[src/sv/fpcp_pkg.sv]
`timescale 1ns / 1ps
package fpcp_pkg;

  // Default frame store depth
  localparam int FRAME_DEPTH_DEF = 16;

  // Only the first bytes of a frame take part in decoding: "PINnCv"
  localparam int STORE_LEN = 6;

  // Job queue between front and back
  localparam int Q_DEPTH = 4;
  localparam int Q_AW    = $clog2(Q_DEPTH);

  // Characters
  localparam logic [7:0] CH_LBRACE = 8'h7B;
  localparam logic [7:0] CH_RBRACE = 8'h7D;
  localparam logic [7:0] CH_P      = 8'h50;
  localparam logic [7:0] CH_I      = 8'h49;
  localparam logic [7:0] CH_N      = 8'h4E;
  localparam logic [7:0] CH_S      = 8'h53;
  localparam logic [7:0] CH_C      = 8'h43;
  localparam logic [7:0] CH_ZERO   = 8'h30;
  localparam logic [7:0] CH_SEVEN  = 8'h37;

  // Reply kinds; MSG_NONE gives a single empty word
  typedef enum logic [1:0] {
    MSG_NONE = 2'd0,
    MSG_ON   = 2'd1,
    MSG_OFF  = 2'd2,
    MSG_ERR  = 2'd3
  } msg_kind_t;

  localparam int MSG_IDX_W = 4;

  // One decoded item: reply kind plus pin levels after the item
  typedef struct packed {
    msg_kind_t  kind;
    logic [7:0] pins;
  } job_t;

  // Number of words a reply kind takes
  function automatic logic [MSG_IDX_W-1:0] msg_len(input msg_kind_t kind);
    logic [MSG_IDX_W-1:0] len;
    unique case (kind)
      MSG_ON:   len = 4'd6;
      MSG_OFF:  len = 4'd9;
      MSG_ERR:  len = 4'd4;
      default:  len = 4'd1;
    endcase
    return len;
  endfunction

  // Character at position idx of a reply ("Ligado", "Desligado", "ERRO")
  function automatic logic [7:0] msg_char(input msg_kind_t kind,
                                          input logic [MSG_IDX_W-1:0] idx);
    logic [7:0] ch;
    ch = 8'h00;
    unique case (kind)
      MSG_ON: begin
        case (idx)
          4'd0:    ch = 8'h4C; // L
          4'd1:    ch = 8'h69; // i
          4'd2:    ch = 8'h67; // g
          4'd3:    ch = 8'h61; // a
          4'd4:    ch = 8'h64; // d
          default: ch = 8'h6F; // o
        endcase
      end
      MSG_OFF: begin
        case (idx)
          4'd0:    ch = 8'h44; // D
          4'd1:    ch = 8'h65; // e
          4'd2:    ch = 8'h73; // s
          4'd3:    ch = 8'h6C; // l
          4'd4:    ch = 8'h69; // i
          4'd5:    ch = 8'h67; // g
          4'd6:    ch = 8'h61; // a
          4'd7:    ch = 8'h64; // d
          default: ch = 8'h6F; // o
        endcase
      end
      MSG_ERR: begin
        case (idx)
          4'd0:    ch = 8'h45; // E
          4'd1:    ch = 8'h52; // R
          4'd2:    ch = 8'h52; // R
          default: ch = 8'h4F; // O
        endcase
      end
      default: ch = 8'h00;
    endcase
    return ch;
  endfunction

endpackage

[src/sv/framed_pin_command_parser.sv]
`timescale 1ns / 1ps
// Framed pin command parser.
// in_*: one received character per word (in_tdata[7:0]).
// out_*: reply words; out_tdata holds tx_byte [7:0], tx_valid [8] and the
//   pin levels [16:9]; out_tlast marks the final word caused by one input.
// Frames run from '{' to '}'. "PINnS" replies "Ligado"/"Desligado" for pin n,
// "PINnCv" sets pin n to bit 0 of v, a frame longer than FRAME_DEPTH replies
// "ERRO". Any other input gives one word with tx_valid low.
// A word accepted by the front passes the job queue and then the output
// register before its first reply word shows. Throughput: one input word
// per cycle while the four-entry job queue has room; the output side gives
// one word per cycle unless stalled; a reply has 1, 4, 6 or 9 words.
// A stalled receiver holds the output register; the queue then fills and
// in_tready drops. Reset clears framing, the stored bytes, all pins and the
// queue.
module framed_pin_command_parser #(
  parameter int FRAME_DEPTH = fpcp_pkg::FRAME_DEPTH_DEF
) (
  input  logic        clk,
  input  logic        rst_n,
  input  logic        in_tvalid,
  output logic        in_tready,
  input  logic [7:0]  in_tdata,   // [7:0] rx_byte
  output logic        out_tvalid,
  input  logic        out_tready,
  output logic [23:0] out_tdata,  // [7:0] tx_byte, [8] tx_valid, [16:9] pin_levels
  output logic        out_tlast
);
  import fpcp_pkg::*;

  logic       q_full, q_empty, q_push, q_pop;
  job_t       push_job, head_job;
  logic [7:0] tx_byte, pins;
  logic       tx_valid;

  fpcp_front #(.FRAME_DEPTH(FRAME_DEPTH)) u_front (
    .clk      (clk),
    .rst_n    (rst_n),
    .rx_valid (in_tvalid),
    .rx_byte  (in_tdata),
    .rx_ready (in_tready),
    .q_full   (q_full),
    .q_push   (q_push),
    .q_job    (push_job)
  );

  fpcp_queue u_queue (
    .clk      (clk),
    .rst_n    (rst_n),
    .push     (q_push),
    .push_job (push_job),
    .full     (q_full),
    .pop      (q_pop),
    .head_job (head_job),
    .empty    (q_empty)
  );

  fpcp_back u_back (
    .clk          (clk),
    .rst_n        (rst_n),
    .q_empty      (q_empty),
    .q_job        (head_job),
    .q_pop        (q_pop),
    .out_valid    (out_tvalid),
    .out_ready    (out_tready),
    .out_tx_byte  (tx_byte),
    .out_tx_valid (tx_valid),
    .out_last     (out_tlast),
    .out_pins     (pins)
  );

  assign out_tdata = {7'b0, pins, tx_valid, tx_byte};

endmodule

[src/sv/fpcp_front.sv]
`timescale 1ns / 1ps
module fpcp_front #(
  parameter int FRAME_DEPTH = fpcp_pkg::FRAME_DEPTH_DEF
) (
  input  logic            clk,
  input  logic            rst_n,
  input  logic            rx_valid,
  input  logic [7:0]      rx_byte,
  output logic            rx_ready,
  input  logic            q_full,
  output logic            q_push,
  output fpcp_pkg::job_t  q_job
);
  import fpcp_pkg::*;

  localparam int CNT_W = $clog2(FRAME_DEPTH + 1);

  logic             in_frame_r, in_frame_nxt;
  logic [CNT_W-1:0] fill_r, fill_nxt;
  logic [7:0]       store_r   [STORE_LEN];
  logic [7:0]       store_nxt [STORE_LEN];
  logic [7:0]       pins_r, pins_nxt;
  msg_kind_t        kind;
  logic             accept;

  assign rx_ready = !q_full;
  assign accept   = rx_valid && rx_ready;

  // Framing, storage and decode of one word
  always_comb begin
    logic [7:0] eff [STORE_LEN];
    logic [7:0] bit_sel;
    in_frame_nxt = in_frame_r;
    fill_nxt     = fill_r;
    store_nxt    = store_r;
    pins_nxt     = pins_r;
    kind         = MSG_NONE;
    bit_sel      = 8'h00;
    for (int i = 0; i < STORE_LEN; i++) begin
      eff[i] = (fill_r == CNT_W'(i)) ? 8'h00 : store_r[i];
    end
    if (accept) begin
      if (!in_frame_r) begin
        if (rx_byte == CH_LBRACE) begin
          in_frame_nxt = 1'b1;
          fill_nxt     = '0;
        end
      end else if (rx_byte == CH_RBRACE) begin
        // close: terminator zero goes in after the stored bytes
        in_frame_nxt = 1'b0;
        fill_nxt     = '0;
        for (int i = 0; i < STORE_LEN; i++) begin
          if (fill_r == CNT_W'(i)) store_nxt[i] = 8'h00;
        end
        if (eff[0] == CH_P && eff[1] == CH_I && eff[2] == CH_N &&
            eff[3] >= CH_ZERO && eff[3] <= CH_SEVEN) begin
          bit_sel = 8'h01 << eff[3][2:0];
          if (eff[4] == CH_S) begin
            kind = ((pins_r & bit_sel) != 8'h00) ? MSG_ON : MSG_OFF;
          end else if (eff[4] == CH_C) begin
            pins_nxt = eff[5][0] ? (pins_r | bit_sel) : (pins_r & ~bit_sel);
          end
        end
      end else if (fill_r < CNT_W'(FRAME_DEPTH)) begin
        // data byte; bytes past the decoded ones are counted but not stored
        for (int i = 0; i < STORE_LEN; i++) begin
          if (fill_r == CNT_W'(i)) store_nxt[i] = rx_byte;
        end
        fill_nxt = fill_r + 1'b1;
      end else begin
        // overflow drops the frame
        in_frame_nxt = 1'b0;
        fill_nxt     = '0;
        kind         = MSG_ERR;
      end
    end
  end

  assign q_push     = accept;
  assign q_job.kind = kind;
  assign q_job.pins = pins_nxt;

  always_ff @(posedge clk) begin
    if (!rst_n) begin
      in_frame_r <= 1'b0;
      fill_r     <= '0;
      pins_r     <= 8'h00;
      for (int i = 0; i < STORE_LEN; i++) store_r[i] <= 8'h00;
    end else begin
      in_frame_r <= in_frame_nxt;
      fill_r     <= fill_nxt;
      pins_r     <= pins_nxt;
      store_r    <= store_nxt;
    end
  end

endmodule

[src/sv/fpcp_queue.sv]
`timescale 1ns / 1ps
module fpcp_queue (
  input  logic            clk,
  input  logic            rst_n,
  input  logic            push,
  input  fpcp_pkg::job_t  push_job,
  output logic            full,
  input  logic            pop,
  output fpcp_pkg::job_t  head_job,
  output logic            empty
);
  import fpcp_pkg::*;

  job_t          mem_r [Q_DEPTH];
  logic [Q_AW-1:0] wr_ptr_r, rd_ptr_r;
  logic [Q_AW:0]   count_r;

  assign full     = (count_r == (Q_AW+1)'(Q_DEPTH));
  assign empty    = (count_r == '0);
  assign head_job = mem_r[rd_ptr_r];

  // Entry storage
  always_ff @(posedge clk) begin
    if (push) mem_r[wr_ptr_r] <= push_job;
  end

  // Pointers and occupancy
  always_ff @(posedge clk) begin
    if (!rst_n) begin
      wr_ptr_r <= '0;
      rd_ptr_r <= '0;
      count_r  <= '0;
    end else begin
      if (push) wr_ptr_r <= wr_ptr_r + 1'b1;
      if (pop)  rd_ptr_r <= rd_ptr_r + 1'b1;
      if (push && !pop)      count_r <= count_r + 1'b1;
      else if (pop && !push) count_r <= count_r - 1'b1;
    end
  end

endmodule

[src/sv/fpcp_back.sv]
`timescale 1ns / 1ps
module fpcp_back (
  input  logic            clk,
  input  logic            rst_n,
  input  logic            q_empty,
  input  fpcp_pkg::job_t  q_job,
  output logic            q_pop,
  output logic            out_valid,
  input  logic            out_ready,
  output logic [7:0]      out_tx_byte,
  output logic            out_tx_valid,
  output logic            out_last,
  output logic [7:0]      out_pins
);
  import fpcp_pkg::*;

  logic [MSG_IDX_W-1:0] idx_r, idx_nxt;
  logic                 valid_r;
  logic [7:0]           byte_r, pins_r;
  logic                 txv_r, last_r;
  logic                 load, word_last;

  // Load a new word whenever the queue holds a job and the output register is free or being taken
  assign load      = !q_empty && (!valid_r || out_ready);
  assign word_last = (idx_r == msg_len(q_job.kind) - 1'b1);
  assign q_pop     = load && word_last;
  assign idx_nxt   = word_last ? '0 : idx_r + 1'b1;

  always_ff @(posedge clk) begin
    if (!rst_n) begin
      valid_r <= 1'b0;
      idx_r   <= '0;
    end else begin
      if (load) begin
        valid_r <= 1'b1;
        idx_r   <= idx_nxt;
      end else if (out_ready) begin
        valid_r <= 1'b0;
      end
    end
  end

  // Output word payload
  always_ff @(posedge clk) begin
    if (load) begin
      byte_r <= msg_char(q_job.kind, idx_r);
      txv_r  <= (q_job.kind != MSG_NONE);
      last_r <= word_last;
      pins_r <= q_job.pins;
    end
  end

  assign out_valid    = valid_r;
  assign out_tx_byte  = byte_r;
  assign out_tx_valid = txv_r;
  assign out_last     = last_r;
  assign out_pins     = pins_r;

endmodule

[config.mk]
export PLATFORM = sky130hd
export DESIGN_NAME = framed_pin_command_parser
export DESIGN_NICKNAME = d
export VERILOG_FILES = /design/src/sv/fpcp_pkg.sv /design/src/sv/framed_pin_command_parser.sv /design/src/sv/fpcp_front.sv /design/src/sv/fpcp_queue.sv /design/src/sv/fpcp_back.sv
export SDC_FILE = /design/constraint.sdc
export NUM_CORES = 1
export LEC_CHECK = 0
export ABC_CLOCK_PERIOD_IN_PS = 2900
export BUFFER_PORTS_ARGS = -buffer_cell sky130_fd_sc_hd__buf_4
export CELL_PAD_IN_SITES_DETAIL_PLACEMENT = 1
export CELL_PAD_IN_SITES_GLOBAL_PLACEMENT = 2
export CORE_MARGIN = 4
export CORE_UTILIZATION = 36
export DETAILED_ROUTE_END_ITERATION = 12
export GPL_TIMING_DRIVEN = 0
export HOLD_SLACK_MARGIN = 0.05
export PLACE_DENSITY_LB_ADDON = 0.12
export REMOVE_ABC_BUFFERS = 1
export SYNTH_ARGS = -nofsm -noshare
export SYNTH_HDL_FRONTEND = slang
export SYNTH_SLANG_ARGS = --single-unit
[constraint.sdc]
create_clock -name clk -period 2.9 [get_ports clk]
set_input_delay 0.58 -clock clk [delete_from_list [all_inputs] [get_ports clk]]
set_output_delay 0.58 -clock clk [all_outputs]
set_load 0.01 [all_outputs]
==> results of run 1 <==
## flip-flops by register name, indices dropped and copies added (netlist names), named ones only
register	flops
u_queue.rd_ptr_r	2
u_back.out_tx_byte	6
u_front.in_frame_r	1
u_front.fill_r	5
u_back.out_tx_valid	1
u_front.store_r	41
u_queue.mem_r	40
u_back.out_valid	1
u_queue.count_r	3
u_front.pins_r	8
u_back.out_last	1
u_back.idx_r	4
u_back.out_pins	8
u_queue.wr_ptr_r	2
## per-layer routing
layer / track usage / share of wire / wire length, um / vias to the layer above
met5: 0 / 0 / 0 / -
met4: 0.05149 / 0.0081 / 125 / 0
met2: 0.2844 / 0.52 / 8041 / 61
met3: 0.03897 / 0.026 / 395 / 7
li1: - / - / - / 2262
met1: 0.2025 / 0.45 / 6871 / 2329
## report_power, final
part / switching, uW / internal, uW
Clock: 884 / 1290
Combinational: 822 / 702
Sequential: 128 / 2250
## Yosys cell counts (all sizes together) (4+ instances only)
library cell  instances  share of area
nand4                 5         0.0051
and3                  8         0.0081
nand2b                6         0.0061
and2                 13          0.013
clkbuf               26          0.016
a31oi                 7         0.0071
nor2b                 5         0.0051
ha                   19          0.039
nand3                16          0.013
a21oi                54          0.044
inv                  18          0.011
mux2                  4         0.0073
mux2i                15          0.024
nor4                  7         0.0071
o21ai                17          0.014
nor2                 99          0.060
buf                  18          0.019
dfxtp                75           0.24
o41ai                14          0.020
edfxtp               56           0.27
nand2                31          0.019
nor3                 12         0.0098
or4b                  4         0.0071
or3                   6         0.0061
mux4                 10          0.037
nand3b                4         0.0049
## final cells by class
class | instances | area, um2 | area share
Timing Repair Buffer | 62 | 514.2 | 0.06712
Multi-Input combinational cell | 414 | 3009 | 0.3928
Clock inverter | 15 | 172.7 | 0.02254
Clock buffer | 17 | 425.4 | 0.05553
Inverter | 18 | 71.32 | 0.009309
Sequential cell | 131 | 3193 | 0.4168
Tap cell | 220 | 275.3 | 0.03593
## stage by stage
stage          setup slack [ns]  hold slack, ns  utilization  cell area [um2]
2_1_floorplan           -0.7194          0.4316            -             5961
3_3_place_gp             -1.412          0.4543       0.3882             6461
3_5_place_dp             -1.451          0.4596       0.3894             6481
4_1_cts                 0.01874          0.3941       0.4451             7407
5_1_grt                 -0.1288          0.4175       0.4603             7661
6_report               0.001705          0.4182       0.4603             7661
## worst max-delay path by stage
stage,start,end,slack [ns]
2_1_floorplan,flop,u_queue.count_r[2],-0.72
3_3_place_gp,flop,u_queue.count_r[2],-1.41
3_5_place_dp,flop,u_queue.count_r[2],-1.45
4_1_cts,flop,u_queue.count_r[2],0.02
5_1_grt,flop,u_queue.count_r[2],-0.13
6_report,flop,u_queue.count_r[2],0.002
## kinds of logic (layout without fill, tap and decap cells)
logic type | count (synthesis) | after routing
compound gates | 116 | 116
xor+xnor | 4 | 4
fa+ha+maj | 20 | 20
buf+inv | 62 | 112
flops | 131 | 131
mux | 29 | 29
other cells | 1 | 8
simple gates | 237 | 237
## timing repair
| action | 4_1_cts | 5_1_grt |
|---|---|---|
| gates resized for setup | 34 | 24 |
| setup endpoints to repair | 66 | 48 |
| pin swaps | 11 | 7 |
| hold endpoints to repair | 0 | 0 |
| setup buffers | 24 | 7 |
## worst max-delay path: cells and delay by family (launching register included)
family,cells,cell delay [ns]
AOI/OAI and AO/OA,2,0.30
xor gates and xnor gates,1,0.17
buffers and inverters,3,0.23
and+or+nand+nor,5,1.28
DFF,1,0.36
adders and majority gates,2,0.51
==> results.md, run 1 <==
* Global route overflow at 0
* Pwr Total at 6075 uW
* Overall Global Routing Usage at 0.1639
* Global-route wire length before repair at 25.16 mm
* Detailed-route via count at 4659
* Nets at 676
* Area growth from synthesis to layout at 24.60%
* Fin cells at 877
* Post-synthesis sequential area ratio at 0.5177
* Mapped Area at 6148 um2
* Adder-cell share of the synthesized area at 0.04192
* DRC viols at 0
* Clock transition at path regs at 0.06 ns
* Initial antenna violation count at 0
* Crit-path max cell delay at 0.54 ns
* Status: completed
* CTS tree: built
* Worst-case clock buffer depth at 2
* Unrepaired setup endpoints after global routing: true
* Total die area at 19230 um2
* Row cnt at 47
* Leak at 0.002895 uW
* Routed wire length at 15.43 mm
* Post-synth ARST share at 0
* Final Skew at 0.01102 ns
* Post-synthesis cell count at 600
* Max frequency at 0.3450 GHz
* Max-cap violation count at 0
* Total CTS buffers at 17
* WHS Endpoint: u_front.store_r[12]
* Die H at 138.7 um
* Register bit total from synthesis at 131
* Worst-path fanout max at 4
* Most frequent cells in the layout: nor2_1, dfxtp_1, buf_4, edfxtp_1, a21oi_1
* CP endpoint kind: flop
* Setup_tns at 0 ns
* Post-DP HPWL at 10.02 mm
* # setup viols final at 0
* Vias per inst at 5.312
* Layout cell share with drive strength beyond 1 at 0.2405
* Reg2Reg Capture Point: u_queue.count_r[2]
* Antenna Nets Post-Route at 0
* Relative slew slack at 0.5206
* WHS Path Cells at 3
* Fillers at 1828
* Starting Density at 0.3694
* Setup crit start kind: flop
* WL/cell at 17.60 um
* Total clock sinks at 131
* Initial drt markers at 171
* Simple-Gate Fraction of Synth Area at 0.1964
* FF-to-FF path depth at 13
* # diodes at 0
* Post-Place Cells at 814
* First drt pass iteration count at 4
* Crit path required time at 3.25 ns
* CP Cell Sequence: buf_6, nor4bb_1, or4_4, a2bb2oi_2, nor3b_4, inv_2, nand2_1, ha_2, inv_1, fa_2, xor2_1, or3_1, a21oi_1
* Final Hold Violating Endpoints at 0
* Top_reg_cell synth: dfxtp_1
* Worst R2R Setup Slack at 0.002 ns
* Slew Viols, Final at 0
* Min cycle time layout at 2.898 ns
* Synthesis Warnings at 0
* Pin count of the biggest net entering global routing at 53
* Number of global-route vias before repair at 4750
* PortBufs at 30
* Mux cell area share after synthesis at 0.06838
* H-tree levels at 4
* Crit Path Class: reg2reg
* Largest family of logic cells by synthesized area: simple AND/OR/NAND/NOR gates
* Peak supply drop at 0.4036 mV
* Root Driver: clkbuf_16
* P per Cell Area at 793.0 nW/um2
* Min-Delay Startpoint: in_tdata[4]
* Unique cell type count in the Yosys netlist at 69
* Placer Congestion at 0.7437
* Final Cycle Share at 0.9994
* Worst hold path class: in2reg
* Commonest non-fill, non-tap cell in the layout: nor2_1
* EDFF count, synth at 56
* Worst-Margin Slew at 0.7135 ns
* Syn avg cell area at 10.25 um2
* Synth Area in Compound Gates at 0.1235
* Slowest CP cell: or4_4
* # hold bufs at CTS at 0
* Clk_lat worst skew at 0.42 ns
* Core area at 16640 um2
* Synth Area in XOR/XNOR at 0.005698
* CP arrival at 3.25 ns
* Ports at 39
* Die Span X at 138.7 um
(Power assumes the default switching activity.)
==> run 2, diff against run 1 <==
--- a/config.mk
+++ b/config.mk
@@ -5,12 +5,11 @@
 export SDC_FILE = /design/constraint.sdc
 export NUM_CORES = 1
 export LEC_CHECK = 0
-export ABC_CLOCK_PERIOD_IN_PS = 2900
 export BUFFER_PORTS_ARGS = -buffer_cell sky130_fd_sc_hd__buf_4
 export CELL_PAD_IN_SITES_DETAIL_PLACEMENT = 1
 export CELL_PAD_IN_SITES_GLOBAL_PLACEMENT = 2
 export CORE_MARGIN = 4
-export CORE_UTILIZATION = 36
+export CORE_UTILIZATION = 40
 export DETAILED_ROUTE_END_ITERATION = 12
 export GPL_TIMING_DRIVEN = 0
 export HOLD_SLACK_MARGIN = 0.05
==> constraint.sdc (replaced) <==
create_clock -name clk -period 2.7 [get_ports clk]
set_input_delay 0.54 -clock clk [delete_from_list [all_inputs] [get_ports clk]]
set_output_delay 0.54 -clock clk [all_outputs]
set_load 0.01 [all_outputs]
==> run 2 against run 1 <==
  * The flow now finishes with violations (setup timing)
  * Cell count fell by 2.6%
  * Maximum frequency fell by 0.51%
  * Die area is 9.4% lower
  * Worst hold slack got worse by 0.021 ns
  * Setup slack lost 0.21 ns
  * First-iteration DRC count is 18% higher
  * Wire length increased by 5.8%
  * Sequential share of layout area down 1.4 points
  * Register-to-register slack worse by 0.21 ns
  * Critical endpoint unchanged
  * Highest routed layer unchanged
==> results.md, run 2 (synthesis results as in run 1) <==
* Status: complete, but fails checks
* Failing checks: setup timing
* Max reg flops at 41 (unchanged)
* Worst-Margin Slew at 0.7858 ns (+0.07231 ns)
* Root Driver: clkbuf_16
* Total clock sinks at 131 (unchanged)
* Clk_lat worst skew at 0.42 ns (about the same)
* First drt pass iteration count at 6 (+2)
* Setup crit start kind: flop
* Min cycle time layout at 2.913 ns (+0.01483 ns)
* Fin cells at 854 (-2.6%)
* Layout cell share with drive strength beyond 1 at 0.2853 (+0.04480)
* Worst-case clock buffer depth at 2 (unchanged)
* Top reg by flops: u_front.store_r
* # setup viols final at 40 (+40)
* Starting Density at 0.4059 (+0.03650)
* Final Cycle Share at 1.079 (+0.07952)
* CTS tree: built
* Final Skew at 0.009347 ns (-0.001671 ns)
* Max frequency at 0.3433 GHz (-0.51%)
* Area growth from synthesis to layout at 28.92%
* Routed wire length at 16.34 mm (+5.8%)
* Die H at 132.0 um (-4.8%)
* Final instance area at 7926 um2 (+3.5%)
* Crit Path Class: reg2reg
* Worst-path fanout max at 3 (-1)
* Detailed-route via count at 4767 (+2.3%)
* Max-cap violation count at 0 (unchanged)
* Peak supply drop at 0.4250 mV (+5.3%)
* Total CTS buffers at 17 (unchanged)
* Ports at 39 (unchanged)
* Relative slew slack at 0.4748 (-0.04581)
* Leak at 0.003042 uW (+5.1%)
* Number of global-route vias before repair at 4843 (+2.0%)
* Biggest registers after layout: u_front.store_r x41, u_queue.mem_r x40
* CP arrival at 3.27 ns (+0.02 ns)
* WL/cell at 19.13 um (+8.7%)
* Placer Congestion at 0.7281 (-2.1%)
* Nets at 685 (+1.3%)
* Commonest non-fill, non-tap cell in the layout: nor2_1
* Core area at 15150 um2 (-9.0%)
* H-tree levels at 4 (unchanged)
* Post-Place Cells at 782 (-3.9%)
* Most frequent cells in the layout: nor2_1, dfxtp_1, buf_4
* Global-route wire length before repair at 25.66 mm (+2.0%)
* Clock transition at path regs at 0.06 ns (about the same)
* Die Span X at 132.0 um (-4.8%)
* Worst hold path class: in2reg
* Initial antenna violation count at 0 (unchanged)
* # diodes at 0 (unchanged)
* Overall Global Routing Usage at 0.1855 (+0.02160)
* Crit path required time at 3.06 ns (-0.19 ns)
* DRC viols at 0 (unchanged)
* Pre-CTS setup slack at -1.726 ns (-0.2753 ns)
* Slew Viols, Final at 0 (unchanged)
* Row cnt at 45 (-4.3%)
* Initial drt markers at 201 (+18%)
* Final setup margin at -0.2131 ns (-0.2148 ns)
* Core Util, Final at 0.5233 (+0.06300)
* PortBufs at 30 (unchanged)
* Vias per inst at 5.582 (+5.1%)
* Final Hold Violating Endpoints at 0 (unchanged)
* Antenna Nets Post-Route at 0 (unchanged)
* Placed cell area at 6441 um2 (-0.62%)
* Pin count of the biggest net entering global routing at 53 (unchanged)
* Total die area at 17420 um2 (-9.4%)
* Post-DP HPWL at 9.945 mm (-0.71%)
* Global route overflow at 0 (unchanged)
* CP endpoint kind: flop
* Unrepaired setup endpoints after global routing: true
* P per Cell Area at 835.3 nW/um2 (+5.3%)
-- run 2: cell count changes in the layout (fill, tap and decap cells not counted), moves of 3 or more --
| cell | change |
|---|---|
| o41ai_4 | +8 |
| o41ai_2 | -7 |
| buf_4 | +6 |
| a21oi_1 | -5 |
| ha_4 | +5 |
| a21oi_2 | +4 |
| ha_1 | -4 |
| buf_6 | +3 |
| inv_1 | -3 |
| inv_2 | +3 |
-- run 2: layer usage --
metal / track usage / routed length [um]
met2: 0.3301 / 8615
met3: 0.03702 / 453
met4: 0.06476 / 278
met1: 0.2232 / 6987
met5: 0 / 0
-- run 2: final timing paths --
check | from | endpoint | slack [ns] | depth (start not counted)
hold reg to reg | u_front.store_r[23] | u_front.store_r[23] | 0.46 | 2
setup / recovery | u_queue.mem_r[1][9] | u_queue.count_r[2] | -0.21 | 12
setup reg to reg | u_queue.mem_r[1][9] | u_queue.count_r[2] | -0.21 | 12
hold / removal | in_tdata[3] | u_front.store_r[11] | 0.40 | 3
-- run 2: repair_timing --
action / CTS / global route
pin swaps: 15 / 19
setup buffers: 27 / 13
hold buffers: 0 / 0
hold endpoints to repair: 0 / 0
gates resized for setup: 66 / 35
endpoints found under the setup margin: 66 / 54
-- run 2: cell type report --
cell class                 count  area (um2)
clock buffer                  17       425.4
tap                          188       235.2
inverter                      18       71.32
clock inverter                15       148.9
sequential                   131        3194
multi-input combinational    414        3263
timing repair buffer          71       588.1
fill                        1611        7219
-- run 2: where the power goes --
group / total (uW) / internal (uW) / switching [uW]
Sequential: 2570 / 2410 / 154
Clock: 2240 / 1290 / 951
Combinational: 1810 / 848 / 962
-- run 2: critical path, stage by stage, from the launching register on --
cell	delay (ns)
edfxtp_1	0.44
nor4bb_1	0.18
or4_4	0.55
a2bb2oi_4	0.16
nor3b_4	0.23
inv_2	0.07
nand2_2	0.08
ha_4	0.13
inv_2	0.04
fa_2	0.33
xor2_1	0.17
or3_1	0.33
a21oi_2	0.13
-- run 2: per-stage QoR --
stage	setup TNS, ns	hold slack (ns)	total power [uW]
after detailed placement	-54.43	0.4500	3978
after global placement	-49.77	0.4520	3926
after CTS	-1.400	0.3745	6482
after floorplan	-8.521	0.4316	3440
after global routing	-8.316	0.3736	6974
final	-3.240	0.3972	6621
